**config.mk**
```make
export PLATFORM = sky130hd
export DESIGN_NAME = lstm_pointwise_cell
export DESIGN_NICKNAME = d
export VERILOG_FILES = /design/src/rtl/lpc_pkg.sv /design/src/rtl/lpc_pwl_act.sv /design/src/rtl/lpc_round_sat.sv /design/src/rtl/lstm_pointwise_cell.sv
export SDC_FILE = /design/constraint.sdc
export NUM_CORES = 2
export LEC_CHECK = 0
export BUFFER_PORTS_ARGS = -buffer_cell sky130_fd_sc_hd__buf_2
export CORE_ASPECT_RATIO = 0.9
export CORE_MARGIN = 1.5
export CORE_UTILIZATION = 50
export CTS_CLUSTER_SIZE = 12
export DETAILED_ROUTE_END_ITERATION = 8
export GPL_TIMING_DRIVEN = 1
export PLACE_DENSITY = 0.63
export SETUP_SLACK_MARGIN = 0.02
export SLEW_MARGIN = 20
export SYNTH_ARGS = -nofsm -noshare
export SYNTH_HDL_FRONTEND = slang
export SYNTH_SLANG_ARGS = --single-unit
```
**constraint.sdc**
```tcl
create_clock -name clock -period 8 [get_ports clock]
set_input_delay 1.2 -clock clock [delete_from_list [all_inputs] [get_ports clock]]
set_output_delay 1.2 -clock clock [all_outputs]
set_load 0.03 [all_outputs]
```
**src/rtl/lpc_pkg.sv**
```systemverilog
// lpc_pkg: shared types and default constants for the pointwise LSTM cell.
// No dependencies; imported by lpc_pwl_act and lstm_pointwise_cell.
package lpc_pkg;

   // Default datapath format: Q3.12 in 16 bits.
   localparam int DATA_WIDTH_DEF = 16;
   localparam int FRAC_BITS_DEF  = 12;

   // Piecewise-linear activation selector.
   typedef enum logic {
      ACT_SIGMOID = 1'b0,
      ACT_TANH    = 1'b1
   } act_mode_type;

endpackage

```
**src/rtl/lpc_pwl_act.sv**
```systemverilog
// lpc_pwl_act: piecewise-linear sigmoid or tanh (tanh = 2*sigmoid(2x) - 1).
// Depends on lpc_pkg for act_mode_type.
module lpc_pwl_act
   import lpc_pkg::*;
#(
   parameter int           IN_WIDTH  = DATA_WIDTH_DEF,
   parameter int           FRAC_BITS = FRAC_BITS_DEF,
   parameter act_mode_type MODE      = ACT_SIGMOID
) (
   input  logic signed [IN_WIDTH-1:0]  x,
   output logic signed [FRAC_BITS+1:0] y
);

   localparam int XW = IN_WIDTH + 1;
   localparam int CW = ((XW > FRAC_BITS + 4) ? XW : FRAC_BITS + 4) + 1;
   localparam int YW = FRAC_BITS + 1;

   localparam logic [CW-1:0] ONE  = CW'(1) << FRAC_BITS;
   localparam logic [CW-1:0] T_HI = CW'(5) << FRAC_BITS;
   localparam logic [CW-1:0] T_MD = (CW'(19) << FRAC_BITS) >> 3;
   localparam logic [CW-1:0] K_HI = (CW'(27) << FRAC_BITS) >> 5;
   localparam logic [CW-1:0] K_MD = (CW'(5) << FRAC_BITS) >> 3;
   localparam logic [CW-1:0] K_LO = ONE >> 1;

   logic signed [XW-1:0] xs;
   logic signed [CW-1:0] xw;
   logic [CW-1:0]        mag;
   logic [CW-1:0]        seg;
   logic [YW-1:0]        sig;

   always_comb begin
      // tanh takes sigmoid of 2x, formed without loss
      if (MODE == ACT_TANH) begin
         xs = {x, 1'b0};
      end else begin
         xs = XW'(x);
      end
      xw  = CW'(xs);
      mag = xw[CW-1] ? CW'(-xw) : CW'(xw);

      if (mag >= T_HI) begin
         seg = ONE;
      end else if (mag >= T_MD) begin
         seg = (mag >> 5) + K_HI;
      end else if (mag >= ONE) begin
         seg = (mag >> 3) + K_MD;
      end else begin
         seg = (mag >> 2) + K_LO;
      end

      // mirror around one half for negative inputs
      sig = xw[CW-1] ? YW'(ONE - seg) : YW'(seg);

      if (MODE == ACT_TANH) begin
         y = $signed({sig, 1'b0}) - $signed((FRAC_BITS + 2)'(ONE));
      end else begin
         y = $signed({1'b0, sig});
      end
   end

endmodule

```
**src/rtl/lpc_round_sat.sv**
```systemverilog
// lpc_round_sat: round a wide product sum to FRAC_BITS (ties up) and saturate.
// No package dependencies.
module lpc_round_sat #(
   parameter int IN_WIDTH   = 32,
   parameter int DATA_WIDTH = 16,
   parameter int FRAC_BITS  = 12
) (
   input  logic signed [IN_WIDTH-1:0]   p,
   output logic signed [DATA_WIDTH-1:0] q
);

   localparam int SW = IN_WIDTH + 1 - FRAC_BITS;

   localparam logic signed [SW-1:0] Q_MAX = SW'((64'(1) << (DATA_WIDTH - 1)) - 64'(1));
   localparam logic signed [SW-1:0] Q_MIN = -Q_MAX - SW'(1);
   localparam logic signed [IN_WIDTH:0] HALF = (IN_WIDTH + 1)'(1) << (FRAC_BITS - 1);

   logic signed [IN_WIDTH:0] biased;
   logic signed [IN_WIDTH:0] shifted;
   logic signed [SW-1:0]     whole;

   always_comb begin
      biased  = (IN_WIDTH + 1)'(p) + HALF;
      shifted = biased >>> FRAC_BITS;
      whole   = shifted[SW-1:0];
      if (whole > Q_MAX) begin
         q = Q_MAX[DATA_WIDTH-1:0];
      end else if (whole < Q_MIN) begin
         q = Q_MIN[DATA_WIDTH-1:0];
      end else begin
         q = whole[DATA_WIDTH-1:0];
      end
   end

endmodule

```
**src/rtl/lstm_pointwise_cell.sv**
```systemverilog
// Pointwise LSTM cell: one hidden element per beat, c = i*g + f*c_prev and
// h = o*tanh(c) in signed fixed point. A new beat can be taken every clock while
// req_tready is high, which drops only when every stage is full and rsp_tready is
// low; each beat passes seven register stages (bias add, gate activations, gate
// products, cell round/saturate, tanh of the cell, output product, output
// round/saturate), and the result beat waits in the last stage for rsp_tready. Each
// stage holds when the stage after it is full and stalled, so empty stages still
// fill while a result waits on rsp_tready.
// forget_bias resets to 1.0 and is written through csr_wr_en/csr_wr_data.
// Depends on lpc_pkg, lpc_pwl_act and lpc_round_sat.
module lstm_pointwise_cell
   import lpc_pkg::*;
#(
   parameter int DATA_WIDTH = DATA_WIDTH_DEF,
   parameter int FRAC_BITS  = FRAC_BITS_DEF,
   localparam int REQ_W = ((5 * DATA_WIDTH + 7) / 8) * 8,
   localparam int RSP_W = ((2 * DATA_WIDTH + 7) / 8) * 8
) (
   input  logic                  clock,
   input  logic                  reset,
   // lowest bit up: pre_input_gate, pre_forget_gate, pre_output_gate,
   // pre_candidate, cell_prev, zero fill
   input  logic [REQ_W-1:0]      req_tdata,
   input  logic                  req_tvalid,
   output logic                  req_tready,
   // lowest bit up: cell_next, hidden_out, zero fill
   output logic [RSP_W-1:0]      rsp_tdata,
   output logic                  rsp_tvalid,
   input  logic                  rsp_tready,
   input  logic                  csr_wr_en,
   input  logic [DATA_WIDTH-1:0] csr_wr_data
);

   localparam int DW = DATA_WIDTH;
   localparam int GW = FRAC_BITS + 2;
   localparam int IGW = 2 * GW;
   localparam int FCW = GW + DW;
   localparam int PW = ((IGW > FCW) ? IGW : FCW) + 1;
   localparam int NS = 7;

   localparam logic signed [DW:0] SUM_MAX = (DW + 1)'((64'(1) << (DW - 1)) - 64'(1));
   localparam logic signed [DW:0] SUM_MIN = -SUM_MAX - (DW + 1)'(1);

   // stage valids and advance enables
   logic [NS-1:0] vld_ff;
   logic [NS-1:0] adv;

   logic signed [DW-1:0] forget_bias_ff;

   // stage 1
   logic signed [DW-1:0] s1_pi_ff, s1_fb_ff, s1_po_ff, s1_pg_ff, s1_cp_ff;
   logic signed [DW:0]   fb_sum;
   logic signed [DW-1:0] fb_in;
   // stage 2
   logic signed [GW-1:0] gi_in, gf_in, go_in, gg_in;
   logic signed [GW-1:0] s2_gi_ff, s2_gf_ff, s2_go_ff, s2_gg_ff;
   logic signed [DW-1:0] s2_cp_ff;
   // stage 3
   logic signed [IGW-1:0] s3_ig_ff;
   logic signed [FCW-1:0] s3_fc_ff;
   logic signed [GW-1:0]  s3_go_ff;
   // stage 4
   logic signed [PW-1:0]  cell_sum;
   logic signed [DW-1:0]  cell_in;
   logic signed [DW-1:0]  s4_c_ff;
   logic signed [GW-1:0]  s4_go_ff;
   // stage 5
   logic signed [GW-1:0]  tc_in;
   logic signed [GW-1:0]  s5_tc_ff, s5_go_ff;
   logic signed [DW-1:0]  s5_c_ff;
   // stage 6
   logic signed [IGW-1:0] s6_oh_ff;
   logic signed [DW-1:0]  s6_c_ff;
   // stage 7
   logic signed [DW-1:0]  hid_in;
   logic signed [DW-1:0]  s7_h_ff, s7_c_ff;

   always_comb begin
      adv[NS-1] = !vld_ff[NS-1] || rsp_tready;
      for (int k = NS - 2; k >= 0; k--) begin
         adv[k] = !vld_ff[k] || adv[k+1];
      end
   end

   assign req_tready = adv[0];
   assign rsp_tvalid = vld_ff[NS-1];
   assign rsp_tdata  = RSP_W'({s7_h_ff, s7_c_ff});

   always_ff @(posedge clock) begin
      if (reset) begin
         vld_ff         <= '0;
         forget_bias_ff <= DW'(64'(1) << FRAC_BITS);
      end else begin
         if (csr_wr_en) begin
            forget_bias_ff <= csr_wr_data;
         end
         if (adv[0]) begin
            vld_ff[0] <= req_tvalid;
         end
         for (int k = 1; k < NS; k++) begin
            if (adv[k]) begin
               vld_ff[k] <= vld_ff[k-1];
            end
         end
      end
   end

   // stage 1: unpack and add the forget bias with saturation
   always_comb begin
      fb_sum = (DW + 1)'($signed(req_tdata[2*DW-1:DW])) + (DW + 1)'(forget_bias_ff);
      if (fb_sum > SUM_MAX) begin
         fb_in = SUM_MAX[DW-1:0];
      end else if (fb_sum < SUM_MIN) begin
         fb_in = SUM_MIN[DW-1:0];
      end else begin
         fb_in = fb_sum[DW-1:0];
      end
   end

   always_ff @(posedge clock) begin
      if (adv[0]) begin
         s1_pi_ff <= req_tdata[DW-1:0];
         s1_fb_ff <= fb_in;
         s1_po_ff <= req_tdata[3*DW-1:2*DW];
         s1_pg_ff <= req_tdata[4*DW-1:3*DW];
         s1_cp_ff <= req_tdata[5*DW-1:4*DW];
      end
   end

   // stage 2: gate activations
   lpc_pwl_act #(.IN_WIDTH(DW), .FRAC_BITS(FRAC_BITS), .MODE(ACT_SIGMOID)) u_act_i (
      .x(s1_pi_ff), .y(gi_in)
   );
   lpc_pwl_act #(.IN_WIDTH(DW), .FRAC_BITS(FRAC_BITS), .MODE(ACT_SIGMOID)) u_act_f (
      .x(s1_fb_ff), .y(gf_in)
   );
   lpc_pwl_act #(.IN_WIDTH(DW), .FRAC_BITS(FRAC_BITS), .MODE(ACT_SIGMOID)) u_act_o (
      .x(s1_po_ff), .y(go_in)
   );
   lpc_pwl_act #(.IN_WIDTH(DW), .FRAC_BITS(FRAC_BITS), .MODE(ACT_TANH)) u_act_g (
      .x(s1_pg_ff), .y(gg_in)
   );

   always_ff @(posedge clock) begin
      if (adv[1]) begin
         s2_gi_ff <= gi_in;
         s2_gf_ff <= gf_in;
         s2_go_ff <= go_in;
         s2_gg_ff <= gg_in;
         s2_cp_ff <= s1_cp_ff;
      end
   end

   // stage 3: gate products
   always_ff @(posedge clock) begin
      if (adv[2]) begin
         s3_ig_ff <= IGW'(s2_gi_ff) * IGW'(s2_gg_ff);
         s3_fc_ff <= FCW'(s2_gf_ff) * FCW'(s2_cp_ff);
         s3_go_ff <= s2_go_ff;
      end
   end

   // stage 4: exact sum, single rounding, saturate
   assign cell_sum = PW'(s3_ig_ff) + PW'(s3_fc_ff);

   lpc_round_sat #(.IN_WIDTH(PW), .DATA_WIDTH(DW), .FRAC_BITS(FRAC_BITS)) u_rs_cell (
      .p(cell_sum), .q(cell_in)
   );

   always_ff @(posedge clock) begin
      if (adv[3]) begin
         s4_c_ff  <= cell_in;
         s4_go_ff <= s3_go_ff;
      end
   end

   // stage 5: tanh of the new cell value
   lpc_pwl_act #(.IN_WIDTH(DW), .FRAC_BITS(FRAC_BITS), .MODE(ACT_TANH)) u_act_c (
      .x(s4_c_ff), .y(tc_in)
   );

   always_ff @(posedge clock) begin
      if (adv[4]) begin
         s5_tc_ff <= tc_in;
         s5_go_ff <= s4_go_ff;
         s5_c_ff  <= s4_c_ff;
      end
   end

   // stage 6: output gate product
   always_ff @(posedge clock) begin
      if (adv[5]) begin
         s6_oh_ff <= IGW'(s5_go_ff) * IGW'(s5_tc_ff);
         s6_c_ff  <= s5_c_ff;
      end
   end

   // stage 7: round and saturate the hidden value, hold for the output side
   lpc_round_sat #(.IN_WIDTH(PW), .DATA_WIDTH(DW), .FRAC_BITS(FRAC_BITS)) u_rs_hid (
      .p(PW'(s6_oh_ff)), .q(hid_in)
   );

   always_ff @(posedge clock) begin
      if (adv[6]) begin
         s7_h_ff <= hid_in;
         s7_c_ff <= s6_c_ff;
      end
   end

endmodule

```
# ---- Word level (Yosys, flattened, before mapping)
# Cells that the tools add are included.
dict set report classes {
  addsub 31
  n_mul 3
  magnitude_cmp 21
  n_mux 28
  reduce_logical 14
}
# op n
set ops {}
lappend ops {{$mux W13} 20}
lappend ops {{$add A13 B12 Y13 const B} 15}
lappend ops {{$ge A18 B13 Y1 const B} 5}
lappend ops {{$ge A18 B14 Y1 const B} 5}
lappend ops {{$ge A18 B15 Y1 const B} 5}
lappend ops {{$mux W18} 5}
lappend ops {{$sub A13 B13 Y13 const A} 5}
lappend ops {{$mul A14 B14 Y28} 2}
lappend ops {{$neg A16 Y18} 3}
lappend ops {{$mux W16} 3}
lappend ops {{$gt A20 B16 Y1 const B} 2}
lappend ops {{$lt A20 B16 Y1 const B} 2}
lappend ops {{$neg A17 Y18} 2}
lappend ops {{$add A31 B13 Y32 const B} 1}
lappend ops {{$add A28 B30 Y31} 1}
lappend ops {{$mul A14 B16 Y30} 1}
lappend ops {{$add A28 B13 Y29 const B} 1}
lappend ops {{$sub A14 B14 Y14 const B} 2}
lappend ops {{$add A16 B16 Y17} 1}
lappend ops {{$gt A17 B16 Y1 const B} 1}
lappend ops {{$lt A17 B16 Y1 const B} 1}
lappend ops {{$logic_not A1 Y1} 7}
lappend ops {{$logic_or A1 B1 Y1} 7}
dict set report totals {
  reg_bits 391
  in_bits 101
  out_inout_bits 34
  elab_cells 127
}

# ---- Logic depth before layout (Yosys ltp)
dict set report depth {
  ltp_word 9
  depth_mapped 26
  ltp_nobuf 25
}

# ---- Modules after synthesis
# Synthesis repeated with hierarchy kept, for this count alone.
dict set report hier_totals {
  hier_cells 4584
  hier_area_um2 46153.0
}
# module instances cells_each area_each_um2 seq_area_each_um2
set modules_own_cells {}
lappend modules_own_cells {lstm_pointwise_cell 1 3428 38105.3 11691.2}
lappend modules_own_cells {{lpc_pwl_act at u_act_c ...} 2 197 1395.1 0.0}
lappend modules_own_cells {{lpc_pwl_act at u_act_f ...} 2 192 1395.1 0.0}
lappend modules_own_cells {{lpc_pwl_act at u_act_i} 1 186 1291.2 0.0}
lappend modules_own_cells {lpc_round_sat 2 96 588.1 0.0}

# ---- Least setup slack after synthesis
# OpenSTA, ideal clock, no wires.
dict set report synth_path {
  path_kind {register to register}
  from {register s2_cp_ff[15]}
  to {register s3_fc_ff[29], data pin}
  setup_time_ns 0.265
  t_arrival_ns 6.284
  required_time_ns 7.735
  slack_ns 1.451
  stages_incl_launch_ff 23
  n_path_buf 1
  synth_period_minus_slack_ns 6.549
  path_cell_list {edfxtp_1 -> clkbuf_1 -> and2_1 -> fa_1 -> fa_1 -> inv_1 -> fa_1 -> inv_1 -> fa_1 -> fa_1 -> inv_1 -> fa_1 -> inv_1 -> ha_1 -> nand2_1 -> nor2_1 -> a221o_1 -> nor2b_1 -> a21oi_1 -> o31ai_1 -> o41a_1 -> a311oi_1 -> xnor2_1}
}
dict set report synth_between {
  elab_chain_cells 1
}
# item line_no
set synth_lines {}
lappend synth_lines {{start, declared} lstm_pointwise_cell.sv:57} ;# logic signed [DW-1:0] s2_cp_ff;
lappend synth_lines {{start signal, assigned} lstm_pointwise_cell.sv:150} ;# s2_cp_ff <= s1_cp_ff;
lappend synth_lines {{$mul A14 B16 Y30} lstm_pointwise_cell.sv:158} ;# s3_fc_ff <= FCW'(s2_gf_ff) * FCW'(s2_cp_ff);
lappend synth_lines {{end signal, assigned} lstm_pointwise_cell.sv:158}
lappend synth_lines {{end, declared} lstm_pointwise_cell.sv:60} ;# logic signed [FCW-1:0] s3_fc_ff;
# Every way passes these cells.
# A chain may end at the register's enable or synchronous reset.

# ---- Final worst setup path
dict set report layout_path {
  from {register s5_tc_ff[4]}
  to {register s6_oh_ff[26], data pin}
}
dict set report layout_between {
  elab_chain_cells 1
}
# item line_no
set layout_lines {}
lappend layout_lines {{start, declared} lstm_pointwise_cell.sv:69} ;# logic signed [GW-1:0] s5_tc_ff, s5_go_ff;
lappend layout_lines {{start signal, assigned} lstm_pointwise_cell.sv:184} ;# s5_tc_ff <= tc_in;
lappend layout_lines {{$mul A14 B14 Y28} lstm_pointwise_cell.sv:193} ;# s6_oh_ff <= IGW'(s5_go_ff) * IGW'(s5_tc_ff);
lappend layout_lines {{end signal, assigned} lstm_pointwise_cell.sv:193}
lappend layout_lines {{end, declared} lstm_pointwise_cell.sv:72} ;# logic signed [IGW-1:0] s6_oh_ff;
# Every way passes these cells.

==> results_dict.tcl <==
set metrics [dict create \
    fin_skew_ps 32.2 \
    groute.usage.overall 0.208 \
    fin_crit_ps 6960 \
    avgSynthCellArea_um2 10.0 \
    synthFlopType "edfxtp_1" \
    ys_types 98 \
    io_buffer_count 134 \
    period_share 0.870 \
    clock_sinks 376 \
    synth_edf_count 353 \
    netlist_area_mm2 0.0405 \
    grt_pass1_vias 27900 \
    min-delay-start "s1_cp_ff[2]" \
    antenna_found_initial 3 \
    cts_tree "built" \
    tightest_slew_ps 1090 \
    fin_nets 5027 \
    io_pins 135 \
    crit_path_end_kind "flip-flop" \
    cts_setup_buffers 0 \
    drtPass1Iterations 5 \
    final_cell_mix "inv_1 (582), fa_1 (444), nand2_1 (395), ha_1 (383), edfxtp_1 (353)" \
    htreeDepth 2 \
    timing.rr.start "s5_tc_ff[4]" \
    drcViolationCount 0 \
    arrival_ps 7300 \
    hold_depth 0 \
    ys_ff_latch 376 \
    r2r_cells 22 \
    dpl.hpwl_um 65800 \
    drtIter0Drc 1448 \
    post_drt_via_cell_ratio 5.37 \
    routed_wirelength_um 83700 \
    grt-ovfl-total 0 \
    setup_viol 0 \
    die_h_um 273 \
    fin_setup_tns_ps 0 \
    grt_max_degree 77 \
    crit_type "flip-flop to flip-flop" \
    clock_path_buffers 3 \
    floorplan.initialDensity 0.507 \
    worstSetupStartpointType "flip-flop" \
    layout_commonest_cell "inv_1" \
    min_path_type "flip-flop to flip-flop" \
    coreArea_mm2 0.0798 \
    ys_warn_count 0 \
    layout-drive-gt1-share 0.0714 \
    vias 27900 \
    status "complete, no violations" \
    fmax_ghz 0.144 \
    rows 98 \
    n_antenna_cell 0 \
    slew_headroom 0.274 \
    cts_resized 0 \
    wire_per_inst_um 16.2 \
    cts_root_buf "clkbuf_16" \
    dieArea_mm2 0.0827 \
    antenna_left 0 \
    rsz0062_at_grt "false" \
    setup.worst_path.start "s5_tc_ff[4]" \
    cap_viol_max_count 0 \
    required_ps 8330 \
    drv_slew 0 \
    clk_transition_reported_paths_ps 80 \
    hold_viol_final 0 \
    clk_latency_ps 600 \
    cts_hold_buffers 0 \
    place_congestion 0.859 \
    die_w_um 303 \
    numCtsBuffers 44 \
    ys_seq_area_frac 0.273 \
    synthesis.nets 4978 \
    cp_max_fo 13 \
    synthArstFlopShare 0 \
    grt_pass1_wl_um 141000 \
    synth_cells 4050 \
    area_growth_pct 7.51 \
]
through the flow:
step / instances / hold slack [ps] / cell area (um2) / setup slack [ps] / utilization
6_report: 5183 / 390 / 43500 / 1040 / 0.545
5_1_grt: 5183 / 399 / 43500 / 548 / 0.545
4_1_cts: 5183 / 395 / 43500 / 966 / 0.545
3_5_place_dp: 5103 / 405 / 42100 / 987 / 0.527
3_3_place_gp: 5103 / 402 / 42100 / 993 / 0.527
2_1_floorplan: 4050 / 400 / 40500 / 1450 / -
logic make-up (layout without fill, tap and decap cells):
kind of cell	Yosys count	count (layout)	share of synthesized area
compound gates	610	610	0.103
xor+xnor	234	234	0.0508
fa+ha+maj	827	827	0.338
buf+inv	745	828	0.0696
flops	376	376	0.273
mux	67	67	0.0170
simple gates	1191	1191	0.148
flip-flops by register name, summed over array words and instances, names as in the netlist, 16 cells and up:
register / cells
s3_fc_ff: 29
s2_cp_ff: 16
s1_pi_ff: 16
s6_oh_ff: 17
s1_fb_ff: 16
s7_h_ff: 16
s7_c_ff: 16
s1_po_ff: 16
s5_c_ff: 16
s3_ig_ff: 27
s1_pg_ff: 16
forget_bias_ff: 16
s1_cp_ff: 16
s6_c_ff: 16
s4_c_ff: 16
worst paths after layout:
| path | endpoint | slack (ps) |
|---|---|---|
| setup reg to reg | s6_oh_ff[26] | 1040 |
| hold reg to reg | s2_cp_ff[2] | 390 |
| setup / recovery | s6_oh_ff[26] | 1040 |
| hold / removal | s2_cp_ff[2] | 390 |
final cells by class:
type / count / area [um2]
Multi-Input combinational cell: 2929 / 26600
Tap cell: 1050 / 1310
Inverter: 585 / 2200
Fill cell: 7067 / 36300
Sequential cell: 376 / 11100
Clock buffer: 62 / 1230
Clock inverter: 18 / 206
Timing Repair Buffer: 163 / 888
cell usage after synthesis (all sizes together) (21+ instances only):
| master | n | share of area |
|---|---|---|
| xnor2 | 150 | 0.032 |
| and2 | 272 | 0.042 |
| o31ai | 28 | 0.0052 |
| a21oi | 131 | 0.016 |
| nor3 | 58 | 0.0072 |
| clkbuf | 143 | 0.013 |
| nor2b | 42 | 0.0065 |
| nand3 | 45 | 0.0056 |
| or3 | 21 | 0.0032 |
| a211oi | 39 | 0.0072 |
| inv | 583 | 0.054 |
| edfxtp | 353 | 0.26 |
| nand2b | 45 | 0.0070 |
| or2 | 25 | 0.0039 |
| o21ai | 127 | 0.016 |
| a21o | 36 | 0.0067 |
| nor2 | 181 | 0.017 |
| o21a | 23 | 0.0043 |
| fa | 444 | 0.22 |
| nand2 | 397 | 0.037 |
| a31oi | 29 | 0.0049 |
| dfxtp | 23 | 0.011 |
| o41ai | 22 | 0.0056 |
| ha | 383 | 0.12 |
| and3 | 22 | 0.0034 |
| mux2i | 55 | 0.014 |
| xor2 | 84 | 0.018 |
critical path, stage by stage, from the launching register on:
cell and delay (ps):
edfxtp_1 540, and2_1 250, fa_1 530, inv_1 50, fa_1 530, inv_1 60, fa_1 490, inv_1 50
fa_1 470, inv_1 50, fa_1 470, ha_1 300, ha_1 300, nor2b_1 130, o31ai_1 330, a21oi_1 150
o21a_1 250, a311o_1 430, o311ai_0 470, a21oi_1 190, or3_1 410, a21oi_1 190, xnor2_1 80
routing by layer:
| layer | vias up | global-route usage | share of wire |
|---|---|---|---|
| li1 | 13700 | - | - |
| met1 | 13500 | 0.293 | 0.48 |
| met2 | 534 | 0.346 | 0.47 |
| met3 | 104 | 0.0262 | 0.041 |
| met4 | 6 | 0.0439 | 0.018 |
| met5 | - | 0 | 0.00041 |
Power is not shown: default switching activity piles up to over one toggle a cycle in this logic, so the estimate is an artifact.
